**config.mk**
```make
export PLATFORM = sky130hd
export DESIGN_NAME = pzc_queue
export DESIGN_NICKNAME = d
export VERILOG_FILES = /design/src/rtl/pzc_pkg.sv /design/src/rtl/pzc_queue.sv
export SDC_FILE = /design/constraint.sdc
export NUM_CORES = 1
export LEC_CHECK = 0
export BUFFER_PORTS_ARGS = -buffer_cell sky130_fd_sc_hd__buf_2
export CORE_MARGIN = 3
export CORE_UTILIZATION = 35
export DETAILED_ROUTE_END_ITERATION = 10
export HOLD_SLACK_MARGIN = 0.02
export MAX_ROUTING_LAYER = met4
export PLACE_DENSITY = 0.6
export SKIP_LAST_GASP = 1
export SYNTH_ARGS = -nofsm -noshare
export SYNTH_HDL_FRONTEND = slang
export SYNTH_SLANG_ARGS = --single-unit
```
**constraint.sdc**
```tcl
create_clock -name clk_i -period 9.9 [get_ports clk_i]
set_clock_uncertainty 0.05 [all_clocks]
set_input_delay 2.97 -clock clk_i [delete_from_list [all_inputs] [get_ports clk_i]]
set_output_delay 2.97 -clock clk_i [all_outputs]
set_load 0.02 [all_outputs]
```
**src/rtl/pzc_pkg.sv**
```systemverilog
// ----------------------------------------------------------------------------
// pzc_pkg
// Shared types and constants of the patch zncc cost block.
// ----------------------------------------------------------------------------
package pzc_pkg;

  localparam int unsigned MAX_PATCH_ELEMENTS = 64;
  localparam int unsigned CNT_W  = $clog2(MAX_PATCH_ELEMENTS + 1);
  localparam int unsigned SUM_W  = 16 + $clog2(MAX_PATCH_ELEMENTS);
  localparam int unsigned SQ_W   = 32 + $clog2(MAX_PATCH_ELEMENTS);
  localparam int unsigned PROD_W = CNT_W + SQ_W;

  localparam logic [16:0] COST_HALF = 17'd32768;

  typedef struct packed {
    logic [15:0] left_sample;
    logic [15:0] right_sample;
    logic        last_of_patch;
  } pzc_in_t;

  typedef struct packed {
    logic [16:0] match_cost;
    logic        flat_patch;
  } pzc_out_t;

  // sums of one finished patch
  typedef struct packed {
    logic [CNT_W-1:0] n;
    logic [SUM_W-1:0] sl;
    logic [SUM_W-1:0] sr;
    logic [SQ_W-1:0]  sll;
    logic [SQ_W-1:0]  srr;
    logic [SQ_W-1:0]  slr;
  } pzc_snap_t;

  typedef enum logic [3:0] {
    ST_IDLE,
    ST_MUL_A,
    ST_MUL_B,
    ST_MUL_C,
    ST_SUB_C,
    ST_NORM,
    ST_SQRT,
    ST_DEN,
    ST_DIV_INIT,
    ST_DIV,
    ST_OUT
  } pzc_state_e;

endpackage

```
**src/rtl/pzc_queue.sv**
```systemverilog
// ----------------------------------------------------------------------------
// pzc_queue
// Two-entry queue of finished patch sums between front and back.
// ----------------------------------------------------------------------------
module pzc_queue (
  input  logic               clk_i,
  input  logic               rst_ni,
  input  logic               push_i,
  input  pzc_pkg::pzc_snap_t data_i,
  output logic               full_o,
  input  logic               pop_i,
  output logic               valid_o,
  output pzc_pkg::pzc_snap_t data_o
);

  pzc_pkg::pzc_snap_t mem_q [2];
  logic               wr_q, rd_q;
  logic [1:0]         cnt_q;

  assign full_o  = cnt_q == 2'd2;
  assign valid_o = cnt_q != 2'd0;
  assign data_o  = mem_q[rd_q];

  // storage
  always_ff @(posedge clk_i) begin
    if (push_i) begin
      mem_q[wr_q] <= data_i;
    end
  end

  // pointers and fill count
  always_ff @(posedge clk_i or negedge rst_ni) begin
    if (!rst_ni) begin
      wr_q  <= 1'b0;
      rd_q  <= 1'b0;
      cnt_q <= '0;
    end else begin
      if (push_i) begin
        wr_q <= ~wr_q;
      end
      if (pop_i) begin
        rd_q <= ~rd_q;
      end
      cnt_q <= cnt_q + {1'b0, push_i} - {1'b0, pop_i};
    end
  end

endmodule

```
==> results.md <==
- Die outline area: 0.0370 mm2
- Remaining global-route overflow: 0
- Synth Area in Compound Gates: 0%
- Max Fanout on Critical Path: 72
- Clk buf depth: 3
- Xor and xnor area share after synthesis: 0.340%
- WP data arrival: 2720 ps
- GRT Util Overall: 12.8%
- Vias/cell: 4.47
- Most common cell after layout, fill and taps aside: buf_2
- DR iter-0 viols: 277
- Setup Slack @ Placement: 4370 ps
- Leakage power: 5.75 nW
- Routed wl met3: 2440 um
- Layout cells sized above 1: 60.7%
- Top Metal Used: met4
- Total Power: 4.63 mW
- Synth Instances: 528
- Vias in the first global route: 6509
- Main combinational cell family by area after synthesis: multiplexers
- Post-CTS sizing: 0
- Metal2 WL: 11700 um
- # setup viols final: 0
- Seq pwr share: 42.2%
- Commonest cells after routing, fill and taps aside: buf_2, edfxtp_1, mux2_2
- Mux cell area share after synthesis: 15.3%
- Worst-Margin Slew: 1000 ps
- Max Freq: 174 MHz
- FF+latch area: 0.0100 mm2
- Row Count: 67
- CP Data Required Time: 6880 ps
- Power share of the clock group: 27.2%
- YS warnings: 0
- Yosys reg bits: 334
- Crit path kind: flop to output pin
- Multi-input logic area: 0.00196 mm2
- Via count: 6107
- I/O pins: 336
- Port buffer count: 335
- CTS tree: yes
- Clock root buffer: clkbuf_16
- Switching Fraction: 31.1%
- Hold Vio Cnt, Final: 0
- Sequential share of the synthesized area: 82.4%
- Initial Util: 35.9%
- Pwr dens: 301 mW/mm2
- First-pass GRT wire length: 35700 um
- GPL Wtd Cong: 0.718
- Drt wl/cell: 17.6 um
- CTS Hold Bufs: 0
- CTS buffer count: 36
- Power Internal: 3.19 mW
- Worst skew pair latency: 500 ps
- Clock transition at path regs: 60 ps
- Crit path time final: 5740 ps
- Pre-antenna DRT Iters: 4
- Post-CTS setup buffers: 0
- Final Net Count: 1061
- Synth Area in Simple Gates: 0.206%
- Max cap viols: 0
- Pins Over Slew Limit: 0
- Avg Inst Size Synth: 23.0 um2
- M1 wire length: 9400 um
- Post-route cell area: 0.0154 mm2
- Unrepaired setup endpoints after global routing: no
- Detailed Route WL: 24100 um
- Outcome: complete, no violations
- Syn nets: 699
- P&R area growth vs syn: 26.7%
- Final period util: 58.0%
- Core area: 0.0339 mm2
- Fillers: 2973
- Initial antenna violation count: 3
- Die Y: 192 um
- CP endpoint kind: output pin
- Comb pwr share: 30.6%
- Net switching power: 1.44 mW
- DP Wirelength: 15900 um
- DRC: 0
- Final WS setup: 4160 ps
- Placed inst area: 0.0143 mm2
- Crit start category: flop
- Distinct cells, synth: 13
- ANT nets after route: 0
- H-Tree Depth: 2
- Chip Width: 192 um
- Post-Syn Area: 0.0121 mm2
- Area share of fa/ha/maj cells after synthesis: 0.206%
- VDD IR max: 156 uV
- # clock sinks: 334
- Final setup TNS: 0 ps
- Largest net degree at the start of global routing: 73
- Worst Hold Class: flop to flop
- Slew Limit Headroom: 33.3%
metal layers:
metal | track usage (%) | vias to the layer above
met5 | - | -
met4 | 3.95 | 0
met3 | 5.20 | 43
met2 | 20.5 | 229
met1 | 14.8 | 2991
li1 | - | 2844
synth_stat cells:
library cell	n	share of area [%]
or2_2	1	0.052
dfrtp_1	4	0.82
ha_1	2	0.21
inv_1	2	0.062
xor2_1	2	0.14
buf_4	2	0.12
nor2b_1	2	0.10
buf_6	14	1.3
xor3_1	1	0.20
and2_1	1	0.052
buf_2	2	0.082
mux2_2	165	15
edfxtp_1	330	82
worst paths after layout:
check / slack, ps / cells past startpoint / to / startpoint
min in group asynchronous: 2210 / 1 / rd_q$_DFFE_PN0P_ / rst_ni
max in group asynchronous: 7450 / 1 / rd_q$_DFFE_PN0P_ / rst_ni
min reg2reg: 490 / 1 / wr_q$_DFFE_PN0P_ / wr_q$_DFFE_PN0P_
max: 4160 / 3 / data_o[82] / rd_q$_DFFE_PN0P_
min: 490 / 1 / wr_q$_DFFE_PN0P_ / wr_q$_DFFE_PN0P_
max reg2reg: 7170 / 3 / mem_q[0][129]$_DFFE_PP_ / wr_q$_DFFE_PN0P_
stage by stage:
stage	util, %	cells	hold slack (ps)
2_1_floorplan	-	528	423
3_3_place_gp	42.1	1300	482
3_5_place_dp	42.1	1300	480
4_1_cts	45.4	1362	492
5_1_grt	45.5	1365	519
6_report	45.5	1365	493
registers in the layout, indices dropped and copies added, names as in the netlist:
name and cells:
cnt_q 2, wr_q 1, mem_q 330, rd_q 1
kinds of logic after synthesis:
group                      count (synthesis)
muxes                                    165
DFF                                      334
and+or+nand+nor                            4
xor gates and xnor gates                   3
adders and majority gates                  2
buffers and inverters                     20
power by group through the flow:
stage | Clock, mW | Sequential [mW] | Combinational [mW]
after floorplan | 0 | 1.99 | 1.04
after global placement | 0 | 1.98 | 1.45
after detailed placement | 0 | 1.99 | 1.45
after CTS | 1.31 | 1.96 | 1.46
after global routing | 1.38 | 1.98 | 1.52
final | 1.26 | 1.95 | 1.42
cell type report:
cell class | count | share of cell area, %
clock buffer | 47 | 6.32
multi-input combinational | 174 | 12.7
inverter | 2 | 0.0488
sequential | 334 | 65.0
clock inverter | 15 | 0.943
antenna | 3 | 0.0488
tap | 448 | 3.64
timing repair buffer | 342 | 11.2
worst max-delay path, cell delays in order (launching register included):
cell and delay, ps:
dfrtp_4 700, buf_4 810, mux2_2 430, buf_2 160
(Power assumes the default switching activity.)
