File: src/rtl/pzc_pkg.sv
// ----------------------------------------------------------------------------
// pzc_pkg
// Shared types and constants of the patch zncc cost block.
// ----------------------------------------------------------------------------
package pzc_pkg;

  localparam int unsigned MAX_PATCH_ELEMENTS = 64;
  localparam int unsigned CNT_W  = $clog2(MAX_PATCH_ELEMENTS + 1);
  localparam int unsigned SUM_W  = 16 + $clog2(MAX_PATCH_ELEMENTS);
  localparam int unsigned SQ_W   = 32 + $clog2(MAX_PATCH_ELEMENTS);
  localparam int unsigned PROD_W = CNT_W + SQ_W;

  localparam logic [16:0] COST_HALF = 17'd32768;

  typedef struct packed {
    logic [15:0] left_sample;
    logic [15:0] right_sample;
    logic        last_of_patch;
  } pzc_in_t;

  typedef struct packed {
    logic [16:0] match_cost;
    logic        flat_patch;
  } pzc_out_t;

  // sums of one finished patch
  typedef struct packed {
    logic [CNT_W-1:0] n;
    logic [SUM_W-1:0] sl;
    logic [SUM_W-1:0] sr;
    logic [SQ_W-1:0]  sll;
    logic [SQ_W-1:0]  srr;
    logic [SQ_W-1:0]  slr;
  } pzc_snap_t;

  typedef enum logic [3:0] {
    ST_IDLE,
    ST_MUL_A,
    ST_MUL_B,
    ST_MUL_C,
    ST_SUB_C,
    ST_NORM,
    ST_SQRT,
    ST_DEN,
    ST_DIV_INIT,
    ST_DIV,
    ST_OUT
  } pzc_state_e;

endpackage

File: src/rtl/pzc_front.sv
// ----------------------------------------------------------------------------
// pzc_front
// Accumulates the running sums, one sample pair per beat.
// ----------------------------------------------------------------------------
module pzc_front (
  input  logic               clk_i,
  input  logic               rst_ni,
  input  logic               accept_i,
  input  pzc_pkg::pzc_in_t   item_i,
  output logic               snap_push_o,
  output pzc_pkg::pzc_snap_t snap_o
);

  logic [pzc_pkg::CNT_W-1:0] cnt_q, cnt_d;
  logic [pzc_pkg::SUM_W-1:0] sl_q, sl_d, sr_q, sr_d;
  logic [pzc_pkg::SQ_W-1:0]  sll_q, sll_d, srr_q, srr_d, slr_q, slr_d;
  logic [31:0]               ll, rr, lr;
  logic                      room;

  // products of the incoming pair
  assign ll   = 32'(item_i.left_sample) * 32'(item_i.left_sample);
  assign rr   = 32'(item_i.right_sample) * 32'(item_i.right_sample);
  assign lr   = 32'(item_i.left_sample) * 32'(item_i.right_sample);
  assign room = cnt_q < pzc_pkg::CNT_W'(pzc_pkg::MAX_PATCH_ELEMENTS);

  // updated sums, pairs beyond the limit are dropped
  always_comb begin
    cnt_d = cnt_q;
    sl_d  = sl_q;
    sr_d  = sr_q;
    sll_d = sll_q;
    srr_d = srr_q;
    slr_d = slr_q;
    if (room) begin
      cnt_d = cnt_q + 1'b1;
      sl_d  = sl_q + pzc_pkg::SUM_W'(item_i.left_sample);
      sr_d  = sr_q + pzc_pkg::SUM_W'(item_i.right_sample);
      sll_d = sll_q + pzc_pkg::SQ_W'(ll);
      srr_d = srr_q + pzc_pkg::SQ_W'(rr);
      slr_d = slr_q + pzc_pkg::SQ_W'(lr);
    end
  end

  assign snap_push_o = accept_i && item_i.last_of_patch;
  assign snap_o = '{n: cnt_d, sl: sl_d, sr: sr_d, sll: sll_d, srr: srr_d, slr: slr_d};

  // sum registers, cleared at the end of a patch
  always_ff @(posedge clk_i or negedge rst_ni) begin
    if (!rst_ni) begin
      cnt_q <= '0;
      sl_q  <= '0;
      sr_q  <= '0;
      sll_q <= '0;
      srr_q <= '0;
      slr_q <= '0;
    end else if (accept_i) begin
      if (item_i.last_of_patch) begin
        cnt_q <= '0;
        sl_q  <= '0;
        sr_q  <= '0;
        sll_q <= '0;
        srr_q <= '0;
        slr_q <= '0;
      end else begin
        cnt_q <= cnt_d;
        sl_q  <= sl_d;
        sr_q  <= sr_d;
        sll_q <= sll_d;
        srr_q <= srr_d;
        slr_q <= slr_d;
      end
    end
  end

endmodule

File: config.mk
export PLATFORM = sky130hd
export DESIGN_NAME = pzc_front
export DESIGN_NICKNAME = d
export VERILOG_FILES = /design/src/rtl/pzc_pkg.sv /design/src/rtl/pzc_front.sv
export SDC_FILE = /design/constraint.sdc
export NUM_CORES = 2
export LEC_CHECK = 0
export BUFFER_PORTS_ARGS = -buffer_cell sky130_fd_sc_hd__buf_2
export CORE_ASPECT_RATIO = 0.9
export CORE_MARGIN = 3
export CORE_UTILIZATION = 62
export CTS_CLUSTER_DIAMETER = 40
export DETAILED_ROUTE_END_ITERATION = 12
export PLACE_DENSITY = 0.81
export SLEW_MARGIN = 20
export SYNTH_ARGS = -nofsm -noshare
export SYNTH_HDL_FRONTEND = slang
export SYNTH_SLANG_ARGS = --single-unit
File: constraint.sdc
create_clock -name clk_i -period 14.8 [get_ports clk_i]
set_input_delay 1.48 -clock clk_i [delete_from_list [all_inputs] [get_ports clk_i]]
set_output_delay 1.48 -clock clk_i [all_outputs]
set_load 0.005 [all_outputs]
==> out/results.tsv <==
stage	metric	value	unit
drt	count of routing violations after the opening detailed-route iteration	2012	
clocking	count of cells resized by post-cts repair	0	
die	number of top-level pins	202	
grt	GRT Total Usage	0.317	
critical_path	required time of the worst setup path	13320	ps
final_layout	most used cells in the layout excluding fill and tap cells	inv_1 (1,057), fa_1 (614), nand2_1 (562), ha_1 (359), o21ai_0 (216)	
critical_path	worst reg2reg path depth	17	
clocking	CTS tree	built	
timing	worst slew pin tran	1110	ps
drt	vias post-DR	28451	
synth	Mapped Avg Cell Area	8.54	um2
clocking	sink count of the clock tree	165	
timing	Setup-failing EPs final	0	
grt	vias in the first global route	30001	
final_layout	number of nets in the final layout	5279	
clocking	worst-case clock buffer depth	2	
timing	fin crit share	0.695	
die	floorplan core area	57200	um2
clocking	hold buffer count at cts	0	
final_layout	Diodes inserted	0	
grt	first-pass GRT wire length	151	mm
synth	leading cell types by total area after synthesis	fa_1 (34%), ha_1 (13%), dfrtp_1 (11%)	
run	number of violations of the max-capacitance limit	0	
synth	fraction of registers with async set/reset	1.00	
final_layout	share of final-layout standard cells stronger than drive strength 1	0.0721	
grt	Remaining Overflow, GRT	0	
timing	maximum achievable frequency	97.2	MHz
synth	count of synthesis-stage warnings from yosys	0	
hold_path	classification of the worst-slack hold path	register to register	
synth	count of flip-flops with a built-in enable after synthesis	0	
synth	area of the mapped netlist	35900	um2
die	height of the chip	234	um
drt	drt wl/cell	18.1	um
die	initial core utilization	0.628	
synth	Seq/Total Area, Yosys	0.115	
drt	final routed wirelength across all metal layers	91.2	mm
clocking	clock-pin slew reported for the worst setup and hold paths after clock tree synthesis	80	ps
final_layout	most common cell after layout, fill and taps aside	inv_1	
critical_path	Crit Reg-Reg Startpoint	srr_q[8]	
die	Total Die Area	60900	um2
clocking	CTS buffer count	17	
critical_path	kind of capture point of the worst setup path	primary output	
drt	post-route DRC violation count	0	
synth	ys flop type	dfrtp_1	
final_layout	fraction of the core area covered by cells at the end of the flow	0.665	
timing	final worst path period need	10290	ps
place	number of input and output port buffers inserted	201	
clocking	CTS root buffer	clkbuf_16	
critical_path	Crit path largest cell delay	590	ps
critical_path	peak fanout along the critical path	26	
drt	detailed-router iteration count before antenna repair	6	
die	floorplan die width	260	um
critical_path	critical path class	primary input to primary output	
die	number of rows in the core area	83	
timing	Final TNS setup	0	ps
clocking	maximum level of the CTS H-tree	4	
final_layout	area growth from synthesis to layout	5.91	%
clocking	clock insertion delay at the later pin of the skew report	530	ps
place	weighted congestion reported at the end of routability-driven placement	0.944	
synth	top-area cell type share of the netlist area	0.342	
timing	Hold Violations, Final	0	
timing	pins over their slew limit	0	
timing	unrepaired setup endpoints after global routing	false	
outcome	run status	completed	
synth	top cell type by total area after synthesis	fa_1	
synth	number of synthesized register bits	165	
critical_path	minimum setup slack among reg-to-reg paths	9150	ps
critical_path	Worst EP arrival	8810	ps
grt	initial antenna violation count	3	
critical_path	termination of the worst setup path	snap_o[113]	
place	Post-DP HPWL	68.6	mm
synth	Post-Synthesis Cells	4206	
synth	number of distinct standard cells referenced by the synthesized netlist	78	
drt	drt via density	5.64	
synth	Synthesized Nets	5215	
clocking	post-CTS setup-driven buffer insertion count	0	
critical_path	r2r endpoint	srr_q[37]	
drt	number of antenna-violating nets in the routed design	0	
timing	Clock Skew	22.7	ps
critical_path	slowest CP cell	clkinv_1	
hold_path	depth of the worst hold-timing path	2	
timing	relative slew slack	0.257	
grt	largest net degree at the start of global routing	92	
critical_path	launch point of the critical path	item_i[20]	
critical_path	Setup crit start kind	primary input	
[cell families (layout without fill, tap and decap cells)]
group                    Yosys count  after routing  share of synthesized area
adder cells (fa/ha/maj)          973            973                      0.467
buffers and inverters           1239           1316                      0.130
XOR/XNOR                         155            155                     0.0378
AO/OA/AOI/OAI                    668            668                      0.120
AND/OR/NAND/NOR                  978            978                      0.122
flip-flops                       165            165                      0.115
multiplexers                      28             28                    0.00857
[worst max-delay path: cells and delay by family]
family,cells,cell delay (ps)
fa+ha+maj,7,3380
buf+inv,9,1670
simple gates,5,1180
compound gates,3,860
xor+xnor,1,220
[flip-flops by register name, indices dropped and copies added, names as in the netlist]
name,count
cnt_q,7
sl_q,22
sll_q,38
slr_q,38
sr_q,22
srr_q,38
[cells in the mapped netlist (all sizes together), types with 3 or more instances]
master / instances
a41oi: 5
ha: 359
a221o: 5
clkbuf: 164
o2bb2ai: 6
o211ai: 13
and3: 12
a311o: 5
a21o: 61
a211oi: 20
and4: 10
a221oi: 6
mux2i: 6
dfrtp: 165
nand3: 27
o41ai: 3
xnor2: 98
nor3: 17
nor2b: 21
clkinv: 7
o22ai: 3
nand2: 563
nor3b: 5
fa: 614
o21bai: 21
o21ai: 274
a22o: 52
a21oi: 124
nand2b: 12
xor2: 57
a211o: 4
o21a: 6
a31oi: 11
or4: 4
nand4: 15
mux2: 22
o31a: 6
o311ai: 8
o31ai: 16
a31o: 6
nor2: 124
inv: 1060
and2: 164
buf: 8
[layer usage]
metal / global-route usage / vias up / wire [um]
met5: 0 / - / 56
met4: 0.137 / 6 / 3870
met3: 0.0847 / 227 / 8070
met2: 0.520 / 1073 / 43000
met1: 0.400 / 14127 / 36100
li1: - / 13018 / -
[worst min path at each step]
| stage | startpoint | endpoint | slack (ps) |
|---|---|---|---|
| finish | sll_q[13] | sll_q[13] | 510 |
| global placement | srr_q[10] | srr_q[10] | 490 |
| global route | srr_q[6] | srr_q[6] | 530 |
| detailed placement | sll_q[13] | sll_q[13] | 490 |
| floorplan | sll_q[13] | sll_q[13] | 470 |
| CTS | sll_q[13] | sll_q[13] | 510 |
[final cells by class]
type / instances / area (um2)
Clock buffer: 17 / 425
Tap cell: 765 / 957
Timing Repair Buffer: 217 / 1130
Inverter: 1067 / 4010
Fill cell: 4636 / 19200
Sequential cell: 165 / 4130
Clock inverter: 15 / 226
Multi-Input combinational cell: 2802 / 27200
[through the flow]
step / setup WS [ps] / instance area (um2) / cells / hold slack [ps]
finish: 4510 / 38000 / 5048 / 512
global route: 4160 / 38000 / 5048 / 528
CTS: 4630 / 38000 / 5048 / 512
detailed placement: 4670 / 37400 / 5016 / 494
global placement: 4780 / 37400 / 5016 / 488
floorplan: 6150 / 35900 / 4206 / 472
Power is left out: the tool's default activity adds up to more than one toggle a clock period on the data nets, which glitch-free logic cannot reach.
